$ cat config.mk
export PLATFORM = sky130hd
export DESIGN_NAME = modular_exponentiation_core
export DESIGN_NICKNAME = d
export VERILOG_FILES = /design/src/mexp_pkg.sv /design/src/mexp_mulmod.sv /design/src/mexp_datapath.sv /design/src/mexp_ctrl.sv /design/src/modular_exponentiation_core.sv
export SDC_FILE = /design/constraint.sdc
export NUM_CORES = 1
export LEC_CHECK = 0
export BUFFER_PORTS_ARGS = -buffer_cell sky130_fd_sc_hd__buf_2
export CAP_MARGIN = 20
export CORE_MARGIN = 4
export CORE_UTILIZATION = 60
export DETAILED_ROUTE_END_ITERATION = 16
export GPL_ROUTABILITY_DRIVEN = 0
export GPL_TIMING_DRIVEN = 1
export PLACE_DENSITY = 0.79
export SETUP_SLACK_MARGIN = 0.15
export SYNTH_ARGS = -nofsm -noshare
export SYNTH_HDL_FRONTEND = slang
export SYNTH_HIERARCHICAL = 1
export SYNTH_SLANG_ARGS = --single-unit
$ cat constraint.sdc
create_clock -name clk -period 8.3 [get_ports clk]
set_clock_uncertainty 0.2 [all_clocks]
set_input_delay 1.245 -clock clk [delete_from_list [all_inputs] [get_ports clk]]
set_output_delay 1.245 -clock clk [all_outputs]
set_load 0.05 [all_outputs]
$ cat src/mexp_pkg.sv
// shared types and constants for the modular exponentiation core
// used by every module of the block; depends on nothing
`timescale 1ns / 1ps

package mexp_pkg;

    localparam int EXP_BITS  = 63;
    localparam int MOD_BITS  = 31;
    localparam int BASE_BITS = 63;
    localparam int RES_BITS  = 31;
    localparam int CFG_BITS  = 31;

    localparam int RED_CNT_W = $clog2(BASE_BITS);
    localparam int MUL_CNT_W = $clog2(MOD_BITS + 1);

    localparam logic [CFG_BITS-1:0] MODULUS_RESET = 31'd1000000007;

    localparam logic OP_POWER   = 1'b0;
    localparam logic OP_INVERSE = 1'b1;

    typedef enum logic [4:0] {
        ST_IDLE   = 5'b00001,
        ST_REDUCE = 5'b00010,
        ST_CHECK  = 5'b00100,
        ST_MUL    = 5'b01000,
        ST_FINISH = 5'b10000
    } mexp_state_t;

    typedef struct packed {
        logic load;
        logic red_step;
        logic red_last;
        logic mul_start;
        logic mul_commit;
        logic out_load;
    } mexp_cmd_t;

    typedef struct packed {
        logic mul_done;
        logic exp_zero;
        logic out_free;
    } mexp_status_t;

endpackage

$ cat src/mexp_mulmod.sv
// iterative modular multiplier, one bit of b per cycle, msb first
// depends on mexp_pkg
`timescale 1ns / 1ps

module mexp_mulmod
    import mexp_pkg::*;
(
    input  logic                clk,
    input  logic                rst_n,
    input  logic                start,
    input  logic [MOD_BITS-1:0] a,
    input  logic [MOD_BITS-1:0] b,
    input  logic [MOD_BITS-1:0] m,
    output logic                done,
    output logic [MOD_BITS-1:0] r
);

    logic                 busy_reg, busy_next;
    logic                 done_reg, done_next;
    logic [MUL_CNT_W-1:0] cnt_reg, cnt_next;
    logic [MOD_BITS-1:0]  r_reg, r_next;
    logic [MOD_BITS-1:0]  a_reg, a_next;
    logic [MOD_BITS-1:0]  b_reg, b_next;

    logic [MOD_BITS:0]    dbl;
    logic [MOD_BITS:0]    dbl_red;
    logic [MOD_BITS:0]    sum;
    logic [MOD_BITS:0]    sum_red;
    logic [MOD_BITS:0]    m_ext;

    // r = 2r + bit*a, each partial kept below m
    always_comb
    begin
        m_ext   = {1'b0, m};
        dbl     = {r_reg, 1'b0};
        dbl_red = (dbl >= m_ext) ? (dbl - m_ext) : dbl;
        sum     = dbl_red + (b_reg[MOD_BITS-1] ? {1'b0, a_reg} : '0);
        sum_red = (sum >= m_ext) ? (sum - m_ext) : sum;
    end

    always_comb
    begin
        busy_next = busy_reg;
        done_next = 1'b0;
        cnt_next  = cnt_reg;
        r_next    = r_reg;
        a_next    = a_reg;
        b_next    = b_reg;
        if (start)
        begin
            busy_next = 1'b1;
            cnt_next  = MUL_CNT_W'(MOD_BITS);
            r_next    = '0;
            a_next    = a;
            b_next    = b;
        end
        else if (busy_reg)
        begin
            r_next   = sum_red[MOD_BITS-1:0];
            b_next   = {b_reg[MOD_BITS-2:0], 1'b0};
            cnt_next = cnt_reg - 1'b1;
            if (cnt_reg == MUL_CNT_W'(1))
            begin
                busy_next = 1'b0;
                done_next = 1'b1;
            end
        end
    end

    always_ff @(posedge clk or negedge rst_n)
    begin
        if (!rst_n)
        begin
            busy_reg <= 1'b0;
            done_reg <= 1'b0;
            cnt_reg  <= '0;
        end
        else
        begin
            busy_reg <= busy_next;
            done_reg <= done_next;
            cnt_reg  <= cnt_next;
        end
    end

    always_ff @(posedge clk)
    begin
        r_reg <= r_next;
        a_reg <= a_next;
        b_reg <= b_next;
    end

    assign done = done_reg;
    assign r    = r_reg;

endmodule

$ cat src/mexp_datapath.sv
// datapath: modulus register, base reduction, exponent shifter, two multipliers
// depends on mexp_pkg and mexp_mulmod
`timescale 1ns / 1ps

module mexp_datapath
    import mexp_pkg::*;
(
    input  logic                 clk,
    input  logic                 rst_n,
    input  mexp_cmd_t            cmd,
    output mexp_status_t         status,
    input  logic                 cfg_write,
    input  logic [CFG_BITS-1:0]  cfg_modulus,
    input  logic                 in_opcode,
    input  logic [BASE_BITS-1:0] in_base,
    input  logic [EXP_BITS-1:0]  in_exponent,
    output logic                 out_valid,
    input  logic                 out_ready,
    output logic [RES_BITS-1:0]  out_result
);

    logic [MOD_BITS-1:0]  m_reg;
    logic [BASE_BITS-1:0] base_reg;
    logic [MOD_BITS-1:0]  rem_reg;
    logic [EXP_BITS-1:0]  exp_reg;
    logic [MOD_BITS-1:0]  acc_reg;
    logic [MOD_BITS-1:0]  sq_reg;
    logic [RES_BITS-1:0]  res_reg;
    logic                 out_valid_reg, out_valid_next;

    logic [MOD_BITS:0]    rem_sh;
    logic [MOD_BITS:0]    rem_red;
    logic [63:0]          inv_exp;
    logic [MOD_BITS-1:0]  acc_prod;
    logic [MOD_BITS-1:0]  sq_prod;
    logic                 acc_done;
    logic                 sq_done;

    // one restoring step of base mod m, and the inverse exponent m - 2
    always_comb
    begin
        rem_sh  = {rem_reg, base_reg[BASE_BITS-1]};
        rem_red = (rem_sh >= {1'b0, m_reg}) ? (rem_sh - {1'b0, m_reg}) : rem_sh;
        inv_exp = (m_reg >= MOD_BITS'(2)) ? 64'(m_reg - MOD_BITS'(2)) : '0;
    end

    mexp_mulmod u_acc_mul (
        .clk   (clk),
        .rst_n (rst_n),
        .start (cmd.mul_start),
        .a     (acc_reg),
        .b     (sq_reg),
        .m     (m_reg),
        .done  (acc_done),
        .r     (acc_prod)
    );

    mexp_mulmod u_sq_mul (
        .clk   (clk),
        .rst_n (rst_n),
        .start (cmd.mul_start),
        .a     (sq_reg),
        .b     (sq_reg),
        .m     (m_reg),
        .done  (sq_done),
        .r     (sq_prod)
    );

    always_ff @(posedge clk or negedge rst_n)
    begin
        if (!rst_n)
        begin
            m_reg <= MODULUS_RESET[MOD_BITS-1:0];
        end
        else if (cfg_write)
        begin
            m_reg <= cfg_modulus[MOD_BITS-1:0];
        end
    end

    always_ff @(posedge clk)
    begin
        if (cmd.load)
        begin
            base_reg <= in_base;
            rem_reg  <= '0;
            acc_reg  <= MOD_BITS'(1);
            exp_reg  <= (in_opcode == OP_INVERSE) ? inv_exp[EXP_BITS-1:0] : in_exponent;
        end
        if (cmd.red_step)
        begin
            base_reg <= {base_reg[BASE_BITS-2:0], 1'b0};
            rem_reg  <= rem_red[MOD_BITS-1:0];
        end
        if (cmd.red_last)
        begin
            sq_reg <= rem_red[MOD_BITS-1:0];
        end
        if (cmd.mul_commit)
        begin
            if (exp_reg[0])
            begin
                acc_reg <= acc_prod;
            end
            sq_reg  <= sq_prod;
            exp_reg <= exp_reg >> 1;
        end
        if (cmd.out_load)
        begin
            res_reg <= (m_reg == '0) ? '0 : RES_BITS'(acc_reg);
        end
    end

    always_comb
    begin
        out_valid_next = out_valid_reg;
        if (out_valid_reg && out_ready)
        begin
            out_valid_next = 1'b0;
        end
        if (cmd.out_load)
        begin
            out_valid_next = 1'b1;
        end
    end

    always_ff @(posedge clk or negedge rst_n)
    begin
        if (!rst_n)
        begin
            out_valid_reg <= 1'b0;
        end
        else
        begin
            out_valid_reg <= out_valid_next;
        end
    end

    assign status.mul_done = acc_done;
    assign status.exp_zero = (exp_reg == '0);
    assign status.out_free = !out_valid_reg || out_ready;
    assign out_valid       = out_valid_reg;
    assign out_result      = res_reg;

    a_units_lockstep: assert property (@(posedge clk) disable iff (!rst_n)
        acc_done == sq_done)
        else $error("multipliers out of step");

    a_sq_reduced: assert property (@(posedge clk) disable iff (!rst_n)
        cmd.mul_start && (m_reg != '0) |-> sq_reg < m_reg)
        else $error("running square not reduced");

    a_acc_reduced: assert property (@(posedge clk) disable iff (!rst_n)
        cmd.mul_start && (m_reg != '0) |-> (acc_reg < m_reg) || (acc_reg == MOD_BITS'(1)))
        else $error("accumulator not reduced");

endmodule

$ cat src/mexp_ctrl.sv
// controller state machine: sequences reduction, square-and-multiply and output
// depends on mexp_pkg
`timescale 1ns / 1ps

module mexp_ctrl
    import mexp_pkg::*;
(
    input  logic         clk,
    input  logic         rst_n,
    input  logic         in_valid,
    output logic         in_ready,
    input  mexp_status_t status,
    output mexp_cmd_t    cmd
);

    mexp_state_t          state_reg, state_next;
    logic [RED_CNT_W-1:0] cnt_reg, cnt_next;

    always_comb
    begin
        state_next = state_reg;
        cnt_next   = cnt_reg;
        cmd        = '0;
        in_ready   = 1'b0;
        case (state_reg)
            ST_IDLE:
            begin
                in_ready = 1'b1;
                if (in_valid)
                begin
                    cmd.load   = 1'b1;
                    cnt_next   = '0;
                    state_next = ST_REDUCE;
                end
            end
            ST_REDUCE:
            begin
                cmd.red_step = 1'b1;
                cnt_next     = cnt_reg + 1'b1;
                if (cnt_reg == RED_CNT_W'(BASE_BITS - 1))
                begin
                    cmd.red_last = 1'b1;
                    state_next   = ST_CHECK;
                end
            end
            ST_CHECK:
            begin
                if (status.exp_zero)
                begin
                    state_next = ST_FINISH;
                end
                else
                begin
                    cmd.mul_start = 1'b1;
                    state_next    = ST_MUL;
                end
            end
            ST_MUL:
            begin
                if (status.mul_done)
                begin
                    cmd.mul_commit = 1'b1;
                    state_next     = ST_CHECK;
                end
            end
            ST_FINISH:
            begin
                // wait for the output slot to free up
                if (status.out_free)
                begin
                    cmd.out_load = 1'b1;
                    state_next   = ST_IDLE;
                end
            end
            default:
            begin
                state_next = ST_IDLE;
            end
        endcase
    end

    always_ff @(posedge clk or negedge rst_n)
    begin
        if (!rst_n)
        begin
            state_reg <= ST_IDLE;
            cnt_reg   <= '0;
        end
        else
        begin
            state_reg <= state_next;
            cnt_reg   <= cnt_next;
        end
    end

    a_one_hot: assert property (@(posedge clk) disable iff (!rst_n)
        $onehot(state_reg))
        else $error("state register not one-hot");

    a_load_idle: assert property (@(posedge clk) disable iff (!rst_n)
        cmd.load |=> state_reg == ST_REDUCE)
        else $error("load did not start reduction");

    a_out_free: assert property (@(posedge clk) disable iff (!rst_n)
        cmd.out_load |-> status.out_free)
        else $error("result written over a pending word");

endmodule

$ cat src/modular_exponentiation_core.sv
// top level of the modular exponentiation core
// depends on mexp_pkg, mexp_ctrl, mexp_datapath
`timescale 1ns / 1ps

// usage:
// - input channel in_valid/in_ready carries opcode, base_value, exponent_value;
//   opcode power raises base to exponent, opcode inverse uses modulus - 2
// - output channel out_valid/out_ready carries one result_value per input word
// - cfg_valid/cfg_ready writes the modulus; write only while the core is idle
// - one request at a time: in_ready is high only between requests
// - processing: bit-serial base reduction, then one square-and-multiply step per
//   exponent bit up to the highest set bit, with two modular multipliers running
//   side by side, plus control
// - a finished result sits in an output register; a stalled receiver holds the
//   core in its final state, but a new request may be taken once that word is
//   loaded and still waiting
// - reset clears control state and sets the modulus to 1000000007

module modular_exponentiation_core
    import mexp_pkg::*;
(
    input  logic                 clk,
    input  logic                 rst_n,
    input  logic                 cfg_valid,
    output logic                 cfg_ready,
    input  logic [CFG_BITS-1:0]  modulus,
    input  logic                 in_valid,
    output logic                 in_ready,
    input  logic                 opcode,
    input  logic [BASE_BITS-1:0] base_value,
    input  logic [EXP_BITS-1:0]  exponent_value,
    output logic                 out_valid,
    input  logic                 out_ready,
    output logic [RES_BITS-1:0]  result_value
);

    mexp_cmd_t    cmd;
    mexp_status_t status;

    assign cfg_ready = 1'b1;

    mexp_ctrl u_ctrl (
        .clk      (clk),
        .rst_n    (rst_n),
        .in_valid (in_valid),
        .in_ready (in_ready),
        .status   (status),
        .cmd      (cmd)
    );

    mexp_datapath u_datapath (
        .clk         (clk),
        .rst_n       (rst_n),
        .cmd         (cmd),
        .status      (status),
        .cfg_write   (cfg_valid && cfg_ready),
        .cfg_modulus (modulus),
        .in_opcode   (opcode),
        .in_base     (base_value),
        .in_exponent (exponent_value),
        .out_valid   (out_valid),
        .out_ready   (out_ready),
        .out_result  (result_value)
    );

endmodule

== Word-level counts from Yosys, hierarchy flattened ==
Cells that the tools add are included.
Storage, ports and cells
  register bits: 492
  bits in latches: 0
  bits in writable memories: 0
  bits in read-only memories: 0
  input port bits: 163
  output and inout port bits: 34
  memories kept: 0
Operators by class
  add/sub/neg operators: 11
  multipliers: 0
  div/mod/pow operators: 0
  magnitude comparators: 6
  eq/ne operators: 12
  shifts and indexed selects: 0
  muxes and demuxes: 58
  bitwise logic cells: 0
  reductions and logical operators: 14
Operators with widths (number)
  $mux W31: 16
  $mux W63: 4
  $ge A32 B31 Y1: 5
  $mux W62: 2
  $sub A31 B31 Y31: 3
  $add A32 B31 Y32: 2
  $mux W32: 2
  $sub A32 B31 Y32: 2
  $logic_not A63 Y1: 1
  $mux W5: 9
  $sub A31 B2 Y32 const B: 1
  $ge A31 B2 Y1 const B: 1
  $logic_not A31 Y1: 1
  $pmux W5 S5: 1
  $mux W1: 21
  $eq A5 B1 Y1 const B: 3
  $reduce_bool A2 Y1: 7
  $pmux W6 S2: 1
  $sub A5 B1 Y5 const B: 2
  $add A6 B1 Y6 const B: 1
  $eq A6 B6 Y1 const B: 1
  $mux W6: 1
  $eq A5 B2 Y1 const B: 1
  $eq A5 B3 Y1 const B: 1
  other kinds (10): 12

== Longest topological paths before layout ==
  word-level depth: 5
  mapped depth: 36
  mapped depth without buffers: 34

== By module ==
The synthesis kept the hierarchy.
Modules (own cells, without submodules)
  mexp_datapath: times used 1, cells each 1351, area an instance 14302.5 µm², sequential area each 7997.7 µm²
  mexp_mulmod at u_datapath.u_sq_mul: times used 1, cells each 1074, area an instance 9288.9 µm², sequential area each 2657.5 µm²
  mexp_mulmod at u_datapath.u_acc_mul: times used 1, cells each 1056, area an instance 9123.8 µm², sequential area each 2657.5 µm²
  mexp_ctrl: times used 1, cells each 78, area an instance 683.2 µm², sequential area each 276.5 µm²
  modular_exponentiation_core: times used 1, cells each 2, area an instance 11.3 µm², sequential area each 0.0 µm²

== Worst setup path before layout ==
Ideal clock, no wire load.
  kind: reg2reg
  start point: reg u_datapath.m_reg[25]
  end point: reg u_datapath.u_acc_mul.r_reg[20], in the netlist u_datapath/u_acc_mul/r[20]
  arrival time: 6977 ps
  data required time: 7972 ps
  path slack: 995 ps
  stages on the path, launching flop included: 35
  buffers on the path: 2
  period minus slack after synthesis: 7305 ps
  cell sequence: dfstp_2 > inv_1 > ha_1 > a21o_1 > a21o_1 > a21oi_1 > o21ai_1 > a2111oi_0 > and2_1 > clkbuf_1 > clkbuf_1 > nor2_1 > ha_1 > inv_1 > fa_1 > nor2b_1 > o21a_1 > a311o_1 > o2111ai_1 > a22oi_1 > a21oi_1 > o21bai_1 > xor2_1 > ha_1 > or3_1 > o21ai_0 > o31ai_1 > and2_1 > a2111oi_0 > nor2_1 > o22ai_1 > inv_1 > or4_1 > o221ai_1 > nor2_1
On the way
  cells in the longest elaborated chain, start to end: 5
Ends and longest elaborated chain
  start: declaration: line mexp_datapath.sv:22  | logic [MOD_BITS-1:0] m_reg;
  start signal: assignment: line mexp_datapath.sv:73  | m_reg <= MODULUS_RESET[MOD_BITS-1:0];
  start signal: assignment: line mexp_datapath.sv:77  | m_reg <= cfg_modulus[MOD_BITS-1:0];
  $sub A32 B31 Y32 or $ge A32 B31 Y1 (tied branches): line mexp_mulmod.sv:36  | dbl_red = (dbl >= m_ext) ? (dbl - m_ext) : dbl;
  $mux W32: line mexp_mulmod.sv:36
  $add A32 B31 Y32: line mexp_mulmod.sv:37  | sum = dbl_red + (b_reg[MOD_BITS-1] ? {1'b0, a_reg} : '0);
  $ge A32 B31 Y1 or $sub A31 B31 Y31 (tied branches): line mexp_mulmod.sv:38  | sum_red = (sum >= m_ext) ? (sum - m_ext) : sum;
  $mux W31 (*): line mexp_mulmod.sv:38
  end signal: assignment: line mexp_mulmod.sv:88  | r_reg <= r_next;
  end: declaration: line mexp_mulmod.sv:21  | logic [MOD_BITS-1:0] r_reg, r_next;
Mark *: on every way between the ends. The rest lies on a longest branch, timed or not.
A chain may end at the register's enable or synchronous reset.

== Final worst setup path ==
  start point: reg u_datapath.m_reg[6]
  end point: reg u_datapath.u_sq_mul.r_reg[14], in the netlist u_datapath/u_sq_mul/r[14]
On the way
  cells in the longest elaborated chain, start to end: 5
Ends and longest elaborated chain (line)
  $sub A32 B31 Y32 or $ge A32 B31 Y1 (tied branches): mexp_mulmod.sv:36
  $mux W32: mexp_mulmod.sv:36
  $add A32 B31 Y32: mexp_mulmod.sv:37
  $sub A31 B31 Y31 or $ge A32 B31 Y1 (tied branches): mexp_mulmod.sv:38
  $mux W31 (*): mexp_mulmod.sv:38
  end signal: assignment: mexp_mulmod.sv:88
  end: declaration: mexp_mulmod.sv:21
Marked as above.

==> flow_summary.json <==
{
  "synth_warnings": 6,
  "cp_slowest_cell": "sky130_fd_sc_hd__dfrtp_1",
  "hold_viol_final": 0,
  "rsz0062_at_grt": "yes",
  "synth_fp_nets": 3953,
  "grt_pass1_vias": 26255,
  "place_area_um2": 35100,
  "setup_viol": 0,
  "syn-mean-instance-area_um2": 9.38,
  "synth_area_um2": 33400,
  "design.final.nets": 4108,
  "drt-vias-per-instance": 6.30,
  "post-route-period-util_pct": 95.6,
  "start_kind": "register",
  "layout-area-overhead-vs-synth_pct": 11.0,
  "timing.critical_path.fanout_max": 19,
  "detail_route.wl_per_cell_um": 21.2,
  "cp.arrival_ns": 8.23,
  "h_tree_levels": 2,
  "slew_headroom_pct": 28.5,
  "clkSlewWorstSetupHoldPaths_ns": 0.06,
  "die-width_um": 244,
  "result_of_the_run": "completed",
  "clkLatencyLatePin_ns": 0.62,
  "die_area_um2": 59500,
  "numPortBuffers": 195,
  "max_cap_viol_count": 0,
  "grt.total_usage_pct": 31.0,
  "drc_errors": 0,
  "hold_path.class": "register to register",
  "ioPinCount": 197,
  "clock-root-buffer": "sky130_fd_sc_hd__clkbuf_16",
  "clock-sinks": 492,
  "clockBufferDepth": 3,
  "peakVddDrop_mv": 0.341,
  "max_freq_ghz": 0.126,
  "core-area_um2": 55100,
  "cts_hold_buffers": 0,
  "ant_nets": 0,
  "design_area_um2": 37000,
  "power-per-cell-area_nw_per_um2": 439,
  "initial_utilization_pct": 60.6,
  "first_iter_violations": 3536,
  "critical_path.endpoint_type": "register",
  "globalRoute.totalOverflow": 0,
  "num_vias": 28418,
  "routed_wl_mm": 95.6,
  "maxSlewViolCount": 0,
  "leakage_nw": 15.0,
  "worst-setup-path-type": "register to register",
  "grt_antenna_before_repair": 7,
  "cts_inserted_buffers": 52,
  "worst_pin_slew_ns": 1.07,
  "grt_start_max_net_pins": 70,
  "detail_route.first_pass.iterations": 6,
  "final_layout_size_suffix_gt1_share_pct": 13.8,
  "grt_first_pass_wirelength_mm": 147,
  "cts_tree": "built",
  "hpwlAfterDp_mm": 71.0,
  "max_stage_delay_ns": 0.72,
  "timing.setup.tns_ns": 0,
  "postSynthCellCount": 3559,
  "fp-row-count": 86,
  "floorplan.die.height_um": 244,
  "critical_path_required_ns": 8.60,
  "finalCriticalPeriod_ns": 7.93
}
-- worst max-delay path: cells and delay by family, from the launching register on --
family / cells / cell delay, ns
flip-flops: 1 / 0.72
AND/OR/NAND/NOR: 8 / 1.26
XOR/XNOR: 2 / 0.57
multiplexers: 1 / 0.14
AO/OA/AOI/OAI: 14 / 3.26
adder cells (fa/ha/maj): 3 / 1.10
buffers and inverters: 3 / 0.54
-- area by class of cell --
cell class | count | area [µm²]
fill | 4335 | 18100
inverter | 183 | 687
antenna | 6 | 15.0
clock buffer | 70 | 1400
tap | 748 | 936
multi-input combinational | 2728 | 18600
timing repair buffer | 257 | 1480
sequential | 492 | 13600
clock inverter | 27 | 378
-- final timing paths --
| check | from | end | slack, ns | cells after the start |
|---|---|---|---|---|
| hold reg to reg | u_datapath/acc_reg[20]$_DFF_P_ | u_datapath/u_acc_mul/a_reg[20]$_DFFE_PP_ | 0.25 | 0 |
| max in group asynchronous | rst_n | u_datapath/u_sq_mul/busy_reg$_DFF_PN0_ | 6.63 | 2 |
| setup reg to reg | u_datapath/m_reg[6]$_DFFE_PN0P_ | u_datapath/u_sq_mul/r[14]$_SDFFE_PP0P_ | 0.37 | 31 |
| setup / recovery | u_datapath/m_reg[6]$_DFFE_PN0P_ | u_datapath/u_sq_mul/r[14]$_SDFFE_PP0P_ | 0.37 | 31 |
| min in group asynchronous | rst_n | u_datapath/u_sq_mul/cnt_reg[0]$_DFFE_PN0P_ | 0.65 | 2 |
| hold / removal | u_datapath/acc_reg[20]$_DFF_P_ | u_datapath/u_acc_mul/a_reg[20]$_DFFE_PP_ | 0.25 | 0 |
-- cell usage in the layout (no fill, tap or decap), drive strengths merged, types with 42 or more instances in the layout --
cell    count
mux2i      61
a211oi     67
a21oi     270
a22o       63
ha        224
nor2      235
dfxtp      95
inv       185
xor2       67
nor3       60
clkbuf     70
edfxtp    341
nand3      66
and2       85
buf       257
nand2b     67
nor2b      62
xnor2     146
o21a       42
a21o       75
mux2       77
o21ai     305
nand2     361
-- power by group --
part           switching [mW]  total, mW  internal [mW]
clock                   0.995       2.44           1.44
combinational            6.18       10.2           4.05
sequential              0.354       3.58           3.23
total                    7.53       16.3           8.72
-- per-layer routing --
metal	vias to the layer above	share of wire (%)	track usage [%]	wire, µm
met5	-	0.0063	0	6
li1	13348	-	-	-
met2	1486	45	47.6	42700
met3	232	9.3	4.05	8850
met1	13350	42	44.9	40200
met4	2	4.1	12.2	3950
-- timing repair --
| action | CTS | global route |
|---|---|---|
| endpoints found under the hold margin | 0 | 0 |
| resized for setup | 1 | 31 |
| gates cloned | 0 | 1 |
| buffers inserted | 0 | 2 |
| pin swaps | 0 | 6 |
| endpoints found under the setup margin | 1 | 62 |
-- through the flow --
step	util, %	cells	setup WS [ns]	hold slack, ns	power, mW
finish	67.2	4511	0.369	0.247	16.3
global route	67.2	4511	0.109	0.264	17.2
CTS	66.9	4502	0.162	0.247	15.8
detailed placement	63.7	4405	0.200	0.232	13.3
global placement	63.7	4405	0.375	0.232	13.2
floorplan	-	3559	0.995	0.223	10.9
No activity file was read; power rests on OpenSTA's default activity.
